`src/sv/deq_pkg.sv`:
```
`default_nettype none

package deq_pkg;

    // Fixed field widths of the item channels
    localparam int MODE_W   = 3;
    localparam int WORD_W   = 32;
    localparam int POS_W    = 9;
    localparam int COUNT_W  = 9;
    localparam int STATUS_W = 2;

    // Default queue depth
    localparam int DEPTH_DEF = 256;

    // Request codes
    typedef enum logic [MODE_W-1:0] {
        M_PUSH_BACK  = 3'd0,
        M_PUSH_FRONT = 3'd1,
        M_POP_FRONT  = 3'd2,
        M_POP_BACK   = 3'd3,
        M_READ       = 3'd4,
        M_REMOVE     = 3'd5,
        M_CLEAR      = 3'd6
    } mode_t;

    // Result status codes
    typedef enum logic [STATUS_W-1:0] {
        ST_OK    = 2'd0,
        ST_EMPTY = 2'd1,
        ST_FULL  = 2'd2,
        ST_RANGE = 2'd3
    } status_t;

    // Sequencer states
    typedef enum logic [2:0] {
        S_IDLE,
        S_READ,
        S_RM_WORD,
        S_SH_WR,
        S_RESULT
    } state_t;

    // Result beat handed from the sequencer to the output register
    typedef struct packed {
        logic signed [WORD_W-1:0] word;
        logic [COUNT_W-1:0]       count;
        status_t                  status;
    } res_t;

endpackage

`default_nettype wire

```
`src/sv/deq_ctrl.sv`:
```
`default_nettype none

module deq_ctrl
    import deq_pkg::*;
#(
    parameter int DEPTH = DEPTH_DEF,
    parameter int AW    = $clog2(DEPTH),
    parameter int CW    = $clog2(DEPTH + 1)
)
(
    input  wire logic                     clk,
    input  wire logic                     rst_n,
    // request side
    input  wire logic                     in_valid,
    output logic                          in_ready,
    input  wire logic [MODE_W-1:0]        mode,
    input  wire logic signed [WORD_W-1:0] value,
    input  wire logic [POS_W-1:0]         position,
    // result side
    output logic                          res_valid,
    input  wire logic                     res_ready,
    output res_t                          res,
    // memory port
    output logic                          mem_wr_en,
    output logic [AW-1:0]                 mem_wr_addr,
    output logic [WORD_W-1:0]             mem_wr_data,
    output logic                          mem_rd_en,
    output logic [AW-1:0]                 mem_rd_addr,
    input  wire logic [WORD_W-1:0]        mem_rd_data
);

    localparam int SW = CW + 1;
    localparam int PW = (CW > POS_W) ? CW : POS_W;

    state_t                   state_reg, state_next;
    logic [AW-1:0]            front_reg, front_next;
    logic [CW-1:0]            count_reg, count_next;
    logic [CW-1:0]            idx_reg, idx_next;
    logic signed [WORD_W-1:0] word_reg, word_next;
    status_t                  status_reg, status_next;

    logic                     full;
    logic                     empty;
    logic                     pos_bad;
    logic [CW-1:0]            pos_m1;
    logic [AW-1:0]            front_dec;

    // Physical slot of the word at offset k from the front
    function automatic logic [AW-1:0] slot_of(input logic [AW-1:0] fp,
                                              input logic [CW-1:0] k);
        logic [SW-1:0] s;
        s = SW'(fp) + SW'(k);
        if (s >= SW'(DEPTH))
        begin
            s = s - SW'(DEPTH);
        end
        return s[AW-1:0];
    endfunction

    // Request checks
    assign full      = (count_reg == CW'(DEPTH));
    assign empty     = (count_reg == '0);
    assign pos_bad   = (position == '0) || (PW'(position) > PW'(count_reg));
    assign pos_m1    = CW'(position) - CW'(1);
    assign front_dec = (front_reg == '0) ? AW'(DEPTH - 1) : front_reg - AW'(1);

    // State registers
    always_ff @(posedge clk or negedge rst_n)
    begin
        if (!rst_n)
        begin
            state_reg  <= S_IDLE;
            front_reg  <= '0;
            count_reg  <= '0;
            idx_reg    <= '0;
            status_reg <= ST_OK;
        end
        else
        begin
            state_reg  <= state_next;
            front_reg  <= front_next;
            count_reg  <= count_next;
            idx_reg    <= idx_next;
            status_reg <= status_next;
        end
    end

    always_ff @(posedge clk)
    begin
        word_reg <= word_next;
    end

    // Sequencer
    always_comb
    begin
        state_next  = state_reg;
        front_next  = front_reg;
        count_next  = count_reg;
        idx_next    = idx_reg;
        word_next   = word_reg;
        status_next = status_reg;

        in_ready    = 1'b0;
        res_valid   = 1'b0;
        res.word    = word_reg;
        res.count   = COUNT_W'(count_reg);
        res.status  = status_reg;

        mem_wr_en   = 1'b0;
        mem_wr_addr = '0;
        mem_wr_data = value;
        mem_rd_en   = 1'b0;
        mem_rd_addr = '0;

        case (state_reg)
            S_IDLE:
            begin
                in_ready = 1'b1;
                if (in_valid)
                begin
                    status_next = ST_OK;
                    word_next   = '0;
                    state_next  = S_RESULT;
                    case (mode)
                        M_PUSH_BACK:
                        begin
                            if (full)
                            begin
                                status_next = ST_FULL;
                            end
                            else
                            begin
                                mem_wr_en   = 1'b1;
                                mem_wr_addr = slot_of(front_reg, count_reg);
                                count_next  = count_reg + CW'(1);
                            end
                        end
                        M_PUSH_FRONT:
                        begin
                            if (full)
                            begin
                                status_next = ST_FULL;
                            end
                            else
                            begin
                                mem_wr_en   = 1'b1;
                                mem_wr_addr = front_dec;
                                front_next  = front_dec;
                                count_next  = count_reg + CW'(1);
                            end
                        end
                        M_POP_FRONT:
                        begin
                            if (empty)
                            begin
                                status_next = ST_EMPTY;
                            end
                            else
                            begin
                                mem_rd_en   = 1'b1;
                                mem_rd_addr = front_reg;
                                front_next  = slot_of(front_reg, CW'(1));
                                count_next  = count_reg - CW'(1);
                                state_next  = S_READ;
                            end
                        end
                        M_POP_BACK:
                        begin
                            if (empty)
                            begin
                                status_next = ST_EMPTY;
                            end
                            else
                            begin
                                mem_rd_en   = 1'b1;
                                mem_rd_addr = slot_of(front_reg, count_reg - CW'(1));
                                count_next  = count_reg - CW'(1);
                                state_next  = S_READ;
                            end
                        end
                        M_READ, M_REMOVE:
                        begin
                            if (empty)
                            begin
                                status_next = ST_EMPTY;
                            end
                            else if (pos_bad)
                            begin
                                status_next = ST_RANGE;
                            end
                            else
                            begin
                                mem_rd_en   = 1'b1;
                                mem_rd_addr = slot_of(front_reg, pos_m1);
                                idx_next    = pos_m1;
                                state_next  = (mode == M_REMOVE) ? S_RM_WORD : S_READ;
                            end
                        end
                        M_CLEAR:
                        begin
                            front_next = '0;
                            count_next = '0;
                        end
                        default:
                        begin
                            // unused code: no operation
                        end
                    endcase
                end
            end

            // read data of a pop or indexed read goes straight out
            S_READ:
            begin
                res_valid  = 1'b1;
                res.word   = mem_rd_data;
                res.status = ST_OK;
                if (res_ready)
                begin
                    state_next = S_IDLE;
                end
            end

            // keep the removed word, start closing the gap
            S_RM_WORD:
            begin
                word_next = mem_rd_data;
                if (SW'(idx_reg) + SW'(1) < SW'(count_reg))
                begin
                    mem_rd_en   = 1'b1;
                    mem_rd_addr = slot_of(front_reg, idx_reg + CW'(1));
                    state_next  = S_SH_WR;
                end
                else
                begin
                    count_next = count_reg - CW'(1);
                    state_next = S_RESULT;
                end
            end

            // one word moves down per cycle; read runs two slots ahead
            S_SH_WR:
            begin
                mem_wr_en   = 1'b1;
                mem_wr_addr = slot_of(front_reg, idx_reg);
                mem_wr_data = mem_rd_data;
                idx_next    = idx_reg + CW'(1);
                if (SW'(idx_reg) + SW'(2) < SW'(count_reg))
                begin
                    mem_rd_en   = 1'b1;
                    mem_rd_addr = slot_of(front_reg, idx_reg + CW'(2));
                end
                else
                begin
                    count_next = count_reg - CW'(1);
                    state_next = S_RESULT;
                end
            end

            S_RESULT:
            begin
                res_valid = 1'b1;
                if (res_ready)
                begin
                    state_next = S_IDLE;
                end
            end

            default:
            begin
                state_next = S_IDLE;
            end
        endcase
    end

    // Checks
    a_count_bound: assert property (@(posedge clk) disable iff (!rst_n)
        count_reg <= CW'(DEPTH))
        else $error("count exceeds depth");

    a_no_same_slot: assert property (@(posedge clk) disable iff (!rst_n)
        !(mem_wr_en && mem_rd_en && (mem_wr_addr == mem_rd_addr)))
        else $error("read and write hit the same slot");

    a_res_hold: assert property (@(posedge clk) disable iff (!rst_n)
        res_valid && !res_ready |=> res_valid && $stable(res))
        else $error("pending result changed");

    a_push_count: assert property (@(posedge clk) disable iff (!rst_n)
        in_valid && in_ready && (mode == M_PUSH_BACK || mode == M_PUSH_FRONT) && !full
        |=> count_reg == $past(count_reg) + CW'(1))
        else $error("push did not grow the count");

    a_busy_no_accept: assert property (@(posedge clk) disable iff (!rst_n)
        (state_reg == S_SH_WR) |-> !in_ready && !res_valid)
        else $error("shift loop overlaps a handshake");

endmodule

`default_nettype wire

```
`config.mk`:
```
export PLATFORM = sky130hd
export DESIGN_NAME = deq_ctrl
export DESIGN_NICKNAME = d
export VERILOG_FILES = /design/src/sv/deq_pkg.sv /design/src/sv/deq_ctrl.sv
export SDC_FILE = /design/constraint.sdc
export NUM_CORES = 1
export LEC_CHECK = 0
export ABC_AREA = 0
export BUFFER_PORTS_ARGS = -buffer_cell sky130_fd_sc_hd__buf_2
export CAP_MARGIN = 20
export CORE_UTILIZATION = 55
export DETAILED_ROUTE_END_ITERATION = 7
export PLACE_DENSITY = 0.82
export RECOVER_POWER = 25
export SLEW_MARGIN = 5
export SYNTH_ARGS = -nofsm -noshare
export SYNTH_HDL_FRONTEND = slang
export SYNTH_SLANG_ARGS = --single-unit
```
`constraint.sdc`:
```
create_clock -name clk -period 5.9 [get_ports clk]
set_input_delay 1.77 -clock clk [delete_from_list [all_inputs] [get_ports clk]]
set_output_delay 1.77 -clock clk [all_outputs]
set_load 0.01 [all_outputs]
```
# After elaboration in Yosys (flattened, before gate mapping)
# Index checks and enable logic that the tools add are counted.
[classes] add_sub_neg=22 magnitude_cmp=10 eq_ne=23 muxes=71 n_reduce_logical=20
[ops] cell="$mux 8" count=20
[ops] cell="$mux 32" count=3
[ops] cell="$mux 9" count=9
[ops] cell="$pmux 8 s3" count=3
[ops] cell="$pmux 32 s2" count=1
[ops] cell="$sub 8x1->8 const B" count=8
[ops] cell="$add 8x9->10" count=6
[ops] cell="$ge 10x9->1 const B" count=6
[ops] cell="$pmux 9 s3" count=2
[ops] cell="$pmux 8 s2" count=2
[ops] cell="$mux 3" count=7
[ops] cell="$lt 10x9->1" count=2
[ops] cell="$add 9x1->9 const B" count=2
[ops] cell="$logic_not 9->1" count=2
[ops] cell="$pmux 9 s2" count=1
[ops] cell="$sub 9x1->9 const B" count=2
[ops] cell="$ne 2x2->1 const B" count=7
[ops] cell="$eq 3x2->1 const B" count=4
[ops] cell="$eq 3x3->1 const B" count=4
[ops] cell="$mux 1" count=12
[ops] cell="$pmux 3 s4" count=1
[ops] cell="$add 9x1->10 const B" count=1
[ops] cell="$add 9x2->10 const B" count=1
[ops] cell="$mux 2" count=5
[ops] cell="other kinds (23)" count=35
[word_totals] reg_bits=63 input_bits=80 output_inout_bits=95 wordCells=152

# Logic depth before layout (Yosys ltp)
# Gate-level depths: netlist of run 1.
[logic_depth] ltp_word=9 ltp_mapped=14

# Worst setup path before layout of run 1
# OpenSTA, ideal clock, no wires.
[synth_timing] path_kind="in2out" startpoint="input position[0]" endpoint="output mem_rd_addr[6]" arrival_ps=3845 required_ps=4130 path_slack_ps=285 path_stages=11 path_buffers=0 path_cell_list="inv_1 -> ha_1 -> xor2_1 -> ha_1 -> nor2b_1 -> o21ai_0 -> a21boi_0 -> o21ai_0 -> a21o_1 -> a21oi_1 -> or4b_1"
[synth_via] elab_chain_cells=9 word_cells_on_any_way=13 cone_classes="add/sub (3); order compare (2); mux (6); reduce/logical (2)"
[synth_lines] element="start: declaration" line_no="deq_ctrl.sv:18" source="input wire logic [POS_W-1:0] position,"
[synth_lines] element="$sub 9x1->9" line_no="deq_ctrl.sv:64" source="assign pos_m1 = CW'(position) - CW'(1);"
[synth_lines] element="$add 8x9->10" line_no="deq_ctrl.sv:52" source="s = SW'(fp) + SW'(k);"
[synth_lines] element="$sub 8x1->8 / $ge 10x9->1 (equally long branches)" line_no="deq_ctrl.sv:55, deq_ctrl.sv:53"
[synth_lines] element="$mux 8" line_no="deq_ctrl.sv:53" source="if (s >= SW'(DEPTH))"
[synth_lines] element="$mux 8 (*)" line_no="deq_ctrl.sv:187" source="else if (pos_bad)"
[synth_lines] element="$mux 8 (*)" line_no="deq_ctrl.sv:183" source="if (empty)"
[synth_lines] element="$pmux 8 s3 (*)" line_no="deq_ctrl.sv:124" source="case (mode)"
[synth_lines] element="$mux 8 (*)" line_no="deq_ctrl.sv:119" source="if (in_valid)"
[synth_lines] element="$pmux 8 s3 (*)" line_no="deq_ctrl.sv:115" source="case (state_reg)"
[synth_lines] element="end: declaration" line_no="deq_ctrl.sv:28" source="output logic [AW-1:0] mem_rd_addr,"
# Every way passes the cells marked *; elsewhere a longest branch is shown, timed or not.

# Final worst setup path of run 1
[layout_timing] startpoint="input position[3]" endpoint="output mem_rd_addr[5]"
# Same word-level chain as after synthesis.

==> impl_metrics.py, run 1 <==
metrics = {
    "status": {
        "status": "finished with violations",
        "violations": "max-capacitance violations, max-slew violations",
    },
    "drt": {
        "wirelength_um": 23400,
        "viasPerCell": 6.02,
        "via_count": 7422,
        "avgRoutedWirePerCell_um": 19.0,
        "drt_iter0_drc": 758,
        "antenna_left": 0,
        "first_pass_iters": 6,
        "drc": 0,
    },
    "synth": {
        "synth_ff_type": "edfxtp_1",
        "yosys-top-cells-area": "edfxtp_1, ha_1, dfrtp_1",
        "synth_seq_cells": 63,
        "syn_area_um2": 7190,
        "syn_nets": 1047,
        "postSynthAreaPerCell_um2": 8.13,
        "seq_area_frac_synth": 0.241,
        "yosysMostFrequentCell": "nand2_1",
        "synth-edff-count": 32,
        "postSynth.asyncResetShare": 0.492,
        "synth_top_area_frac": 0.134,
        "synthCells": 885,
        "yosysWarningCount": 0,
        "synthDistinctLibCells": 78,
        "synthTopCellsByCount": "nand2_1, ha_1, nor2_1",
        "yosysTopAreaCell": "edfxtp_1",
    },
    "setup_path": {
        "cp_max_fo": 5,
        "crit_arrival_ps": 3990,
        "critPathSlowestCell": "or4_4",
        "cp_cell_sequence": "buf_2, ha_1, a21oi_1, a21boi_0, o31a_1, or4_4, o22ai_1, a211o_1, buf_2",
        "end_kind": "primary output",
        "path_class": "in -> out",
        "startpoint_type": "input pin",
        "crit_required_ps": 4130,
        "cpPeakStageDelay_ps": 580,
        "cpMostUsedCell": "buf_2",
    },
    "floorplanning": {
        "core_um2": 12700,
        "die_w_um": 116,
        "io_pins": 175,
        "initial_core_util": 0.568,
        "die_area_um2": 13500,
        "die_y_um": 116,
        "num_rows": 41,
    },
    "sta": {
        "max_freq_mhz": 174,
        "worst_clock_skew_ps": 9.06,
        "hold_violations": 0,
        "post-route-period-util": 0.976,
        "fin_crit_ps": 5760,
        "finalSetupViolCount": 0,
        "maxSlewViolCount": 32,
        "tightest_slew_ps": 1880,
        "timing.slew.headroom": -0.253,
    },
    "pwr": {
        "p_total_w": 0.00471,
        "power_density_nw_per_um2": 543,
        "ir_drop_v": 0.000267,
        "leakage_nw": 4.04,
    },
    "clocking": {
        "cts_root_buffer": "clkbuf_16",
        "path_clk_slew_ps": 50,
        "cts_num_sinks": 63,
        "clock_latency_ps": 360,
        "cts_tree": "yes",
        "postCtsHoldBufs": 0,
        "numCtsBuffers": 9,
        "cts.htree.levels": 3,
        "cts_buffer_depth": 2,
    },
    "cells_and_area": {
        "finalNetCount": 1218,
        "largest_reg_flops": 32,
        "diodes": 0,
        "drive_gt1_frac": 0.246,
        "n_fill_cell": 1069,
        "area_growth_pct": 20.7,
        "fin_cells": 1233,
    },
    "job": {
        "cap_violations": 1,
    },
    "global_routing": {
        "grt_pass1_vias": 6550,
        "grt_overflow": 0,
        "grt_pass1_wl_um": 34900,
        "track_usage": 0.346,
        "antenna_found_initial": 0,
        "grt_max_degree": 47,
    },
    "place": {
        "numPlacedInstances": 1215,
        "globalplace.congestion": 0.944,
        "port_buffers": 174,
        "dp_hpwl_um": 17500,
    },
    "min_path": {
        "hold_class": "reg -> reg",
    },
}
[final timing paths]
kind / slack, ps / start / cells after the start / to
setup / recovery: 140 / position[3] / 9 / mem_rd_addr[5]
hold / removal: 520 / status_reg[0] / 2 / status_reg[0]
setup reg to reg: 1880 / idx_reg[0] / 13 / count_reg[6]
hold reg to reg: 520 / status_reg[0] / 2 / status_reg[0]
max in group asynchronous: 2880 / rst_n / 1 / idx_reg[5]
min in group asynchronous: 1920 / rst_n / 1 / count_reg[5]
[layout by cell type, fill, tap and decap left out, drive strengths merged, types with 12 or more instances in the layout]
cell type,instances
buf,178
mux2,34
and2,36
xor2,24
inv,36
a21o,16
clkbuf,34
nand3,24
a21oi,52
o21ai,52
nor2,57
xnor2,41
ha,76
nor3,17
dfrtp,31
nand2,151
o22ai,12
edfxtp,32
[power breakdown]
group	internal [W]	switching [W]	leakage (nW)
clock	0.000376	0.000230	0.158
combinational	0.00140	0.00177	3.19
sequential	0.000622	0.000317	0.692
[layer usage]
layer	wire length (µm)	track usage	share of wire
met3	2450	0.0706	0.10
met4	1230	0.198	0.052
met5	0	0	0
met1	9560	0.467	0.41
met2	10100	0.512	0.43
[timing repair]
item / CTS / global route
setup buffers: 0 / 2
endpoints found under the setup margin: 2 / 7
pin swaps: 2 / 10
resized for setup: 5 / 14
[worst max-delay path: cells and delay by family]
| kind | cells | cell delay, ps |
|---|---|---|
| compound gates | 5 | 1000 |
| buf+inv | 2 | 300 |
| fa+ha+maj | 1 | 340 |
| simple gates | 1 | 580 |
[final cells by class]
| cell class | instances | area, µm² | area share |
|---|---|---|---|
| Clock inverter | 7 | 105 | 0.0121 |
| Sequential cell | 63 | 1740 | 0.200 |
| Inverter | 35 | 136 | 0.0157 |
| Clock buffer | 9 | 225 | 0.0259 |
| Multi-Input combinational cell | 744 | 5210 | 0.600 |
| Timing Repair Buffer | 203 | 1060 | 0.122 |
| Tap cell | 172 | 215 | 0.0248 |
[cell families (layout without fill, tap and decap cells)]
logic type | after synthesis | after routing | share of synthesized area
multiplexers | 39 | 39 | 0.0602
XOR/XNOR | 65 | 65 | 0.0791
AO/OA/AOI/OAI | 209 | 209 | 0.192
adder cells (fa/ha/maj) | 82 | 82 | 0.149
AND/OR/NAND/NOR | 349 | 349 | 0.233
flip-flops | 63 | 63 | 0.241
buffers and inverters | 78 | 254 | 0.0459
[per-stage QoR]
stage	setup WS, ps	hold WS, ps	util	cell area (µm²)	TNS, ps
floorplan	285	442	-	7190	0
global placement	-40.6	460	0.655	8300	-40.6
detailed placement	-111	477	0.655	8300	-139
CTS	-16.4	515	0.682	8650	-16.4
global route	-18.2	545	0.685	8690	-18.2
finish	141	516	0.685	8690	0
Power figures use the tool's default switching activity.
==> run 2, diff against run 1 <==
- ABC_AREA: 0 -> 1
- PLACE_DENSITY: 0.82 -> 0.81
==> impl_metrics.py, run 2 <==
metrics = {
    "global_routing": {
        "grt_pass1_wl_um": 38700,
        "grt_overflow": 0,
        "grt_pass1_vias": 7623,
        "grt_max_degree": 67,
        "antenna_found_initial": 1,
        "track_usage": 0.348,
    },
    "sta": {
        "worst_clock_skew_ps": 10.1,
        "maxSlewViolCount": 32,
        "timing.slew.headroom": -0.245,
        "fin_crit_ps": 5710,
        "hold_violations": 0,
        "max_freq_mhz": 175,
        "tns_ps": 0,
        "finalSetupViolCount": 0,
        "post-route-period-util": 0.968,
        "tightest_slew_ps": 1870,
    },
    "cells_and_area": {
        "multiInputGateArea_um2": 5200,
        "stdcell_area_um2": 9040,
        "ff_latch_area_um2": 1740,
        "final_common_cell": "nand2_1",
        "area_growth_pct": 17.5,
        "drive_gt1_frac": 0.194,
        "finalNetCount": 1502,
        "largest_reg_flops": 32,
        "n_fill_cell": 1255,
        "final_cell_mix": "nand2_1, buf_2, inv_1",
        "fin_cells": 1522,
    },
    "drt": {
        "wirelength_um": 25100,
        "via_count": 8472,
        "drc": 0,
        "drt_iter0_drc": 758,
        "antenna_left": 0,
        "viasPerCell": 5.57,
        "avgRoutedWirePerCell_um": 16.5,
        "first_pass_iters": 5,
    },
    "synth": {
        "yosysWarningCount": 0,
        "postSynth.asyncResetShare": 0.492,
        "synthCells": 1174,
        "synthTopCellsByCount": "nand2_1, inv_1, nor2_1",
        "synth_top_area_frac": 0.162,
        "seq_area_frac_synth": 0.226,
        "synth_seq_cells": 63,
        "yosysMostFrequentCell": "nand2_1",
        "synth-simple-area-share": 0.324,
        "synthMuxAreaShare": 0,
        "yosysTopAreaCell": "nand2_1",
        "synth-edff-count": 32,
        "yosys-top-cells-area": "nand2_1, edfxtp_1, ha_1",
        "postSynthAreaPerCell_um2": 6.56,
        "synth_ff_type": "edfxtp_1",
        "synthDistinctLibCells": 53,
        "synth_top_family_by_area": "simple AND/OR/NAND/NOR gates",
        "syn_area_um2": 7700,
        "synth_compound_area_frac": 0.151,
        "syn_nets": 1336,
        "synthAdderAreaFrac": 0.139,
        "synthXorXnorAreaFrac": 0.0580,
    },
    "setup_path": {
        "startpoint_type": "input pin",
        "path_class": "in -> out",
        "crit_required_ps": 4130,
        "crit_arrival_ps": 3940,
        "cp_max_fo": 3,
        "end_kind": "primary output",
        "rrSetupSlack_ps": 2750,
    },
    "job": {
        "cap_violations": 1,
    },
    "clocking": {
        "cts.htree.levels": 3,
        "cts_root_buffer": "clkbuf_16",
        "clock_latency_ps": 350,
        "cts_tree": "yes",
        "cts_buffer_depth": 2,
        "numCtsBuffers": 9,
        "postCtsHoldBufs": 0,
        "cts_num_sinks": 63,
        "path_clk_slew_ps": 50,
    },
    "floorplanning": {
        "io_pins": 175,
        "die_area_um2": 14500,
        "die_w_um": 120,
        "core_um2": 13500,
        "initial_core_util": 0.572,
        "die_y_um": 120,
        "num_rows": 42,
    },
    "place": {
        "numPlacedInstances": 1504,
        "port_buffers": 174,
        "dp_hpwl_um": 19700,
        "globalplace.congestion": 0.993,
        "place_area_um2": 8710,
    },
    "pwr": {
        "power_density_nw_per_um2": 561,
        "ir_drop_v": 0.000378,
        "leakage_nw": 5.00,
        "p_total_w": 0.00507,
    },
    "status": {
        "violations": "max-capacitance violations, max-slew violations",
        "status": "finished with violations",
    },
    "min_path": {
        "hold_class": "reg -> reg",
    },
}
run 2: cell types whose count changed after synthesis, moves of 47 or more:
cell | previous run | this run
nand3_1 | 24 | 74
o21ai_0 | 41 | 97
nor2_1 | 56 | 103
nand2_1 | 149 | 333
inv_1 | 34 | 162
run 2: logic make-up after synthesis:
logic type      after synthesis
simple gates                573
buf+inv                     199
fa+ha+maj                    82
xor+xnor                     51
flops                        63
compound gates              206
run 2: timing repair:
| action | CTS | global route |
|---|---|---|
| resized for setup | 0 | 9 |
| hold endpoints to repair | 0 | 0 |
| setup endpoints to repair | 0 | 1 |
| setup buffers | 0 | 1 |
run 2: layout make-up:
type / instances / area share
Clock buffer: 9 / 0.0249
Tap cell: 176 / 0.0244
Clock inverter: 7 / 0.00803
Multi-Input combinational cell: 912 / 0.575
Timing Repair Buffer: 182 / 0.103
Antenna cell: 1 / 0.000277
Sequential cell: 63 / 0.192
Inverter: 172 / 0.0724
run 2: where the power goes:
| part | switching, W | internal [W] |
|---|---|---|
| combinational | 0.00226 | 0.00131 |
| sequential | 0.000325 | 0.000635 |
| clock | 0.000217 | 0.000327 |
run 2: worst paths after layout:
| path | startpoint | to | depth (start not counted) |
|---|---|---|---|
| setup / recovery | position[1] | mem_rd_addr[7] | 20 |
| hold / removal | status_reg[0] | status_reg[0] | 2 |
| setup reg to reg | idx_reg[2] | count_reg[0] | 17 |
| hold reg to reg | status_reg[0] | status_reg[0] | 2 |
| max in group asynchronous | rst_n | front_reg[3] | 1 |
| min in group asynchronous | rst_n | idx_reg[0] | 1 |
run 2: critical path: stages:
cell and delay, ps:
buf_2 110, inv_2 50, ha_2 180, nand2_1 60
nor2_2 140, nand2_2 90, nor2_2 120, xor2_1 180
inv_1 100, ha_4 240, a21oi_2 130, o21ai_1 70
a31oi_1 210, inv_1 80, nand2_1 70, nand3_1 70
nand2_1 60, nand2_1 40, nand2_1 50, buf_2 130
run 2: metal layers:
| metal | up-vias | wire (µm) | share of wire | track usage |
|---|---|---|---|---|
| met4 | 0 | 1200 | 0.048 | 0.193 |
| met5 | - | 0 | 0 | 0 |
| met2 | 464 | 11700 | 0.47 | 0.577 |
| li1 | 4161 | - | - | - |
| met3 | 90 | 2420 | 0.096 | 0.0524 |
| met1 | 3757 | 9770 | 0.39 | 0.434 |
run 2: through the flow:
| step | hold WS, ps | utilization | setup slack (ps) |
|---|---|---|---|
| global placement | 468 | 0.647 | 130 |
| global route | 528 | 0.672 | -29.8 |
| detailed placement | 476 | 0.647 | 130 |
| floorplan | 453 | - | 460 |
| finish | 491 | 0.672 | 189 |
| CTS | 489 | 0.669 | 123 |
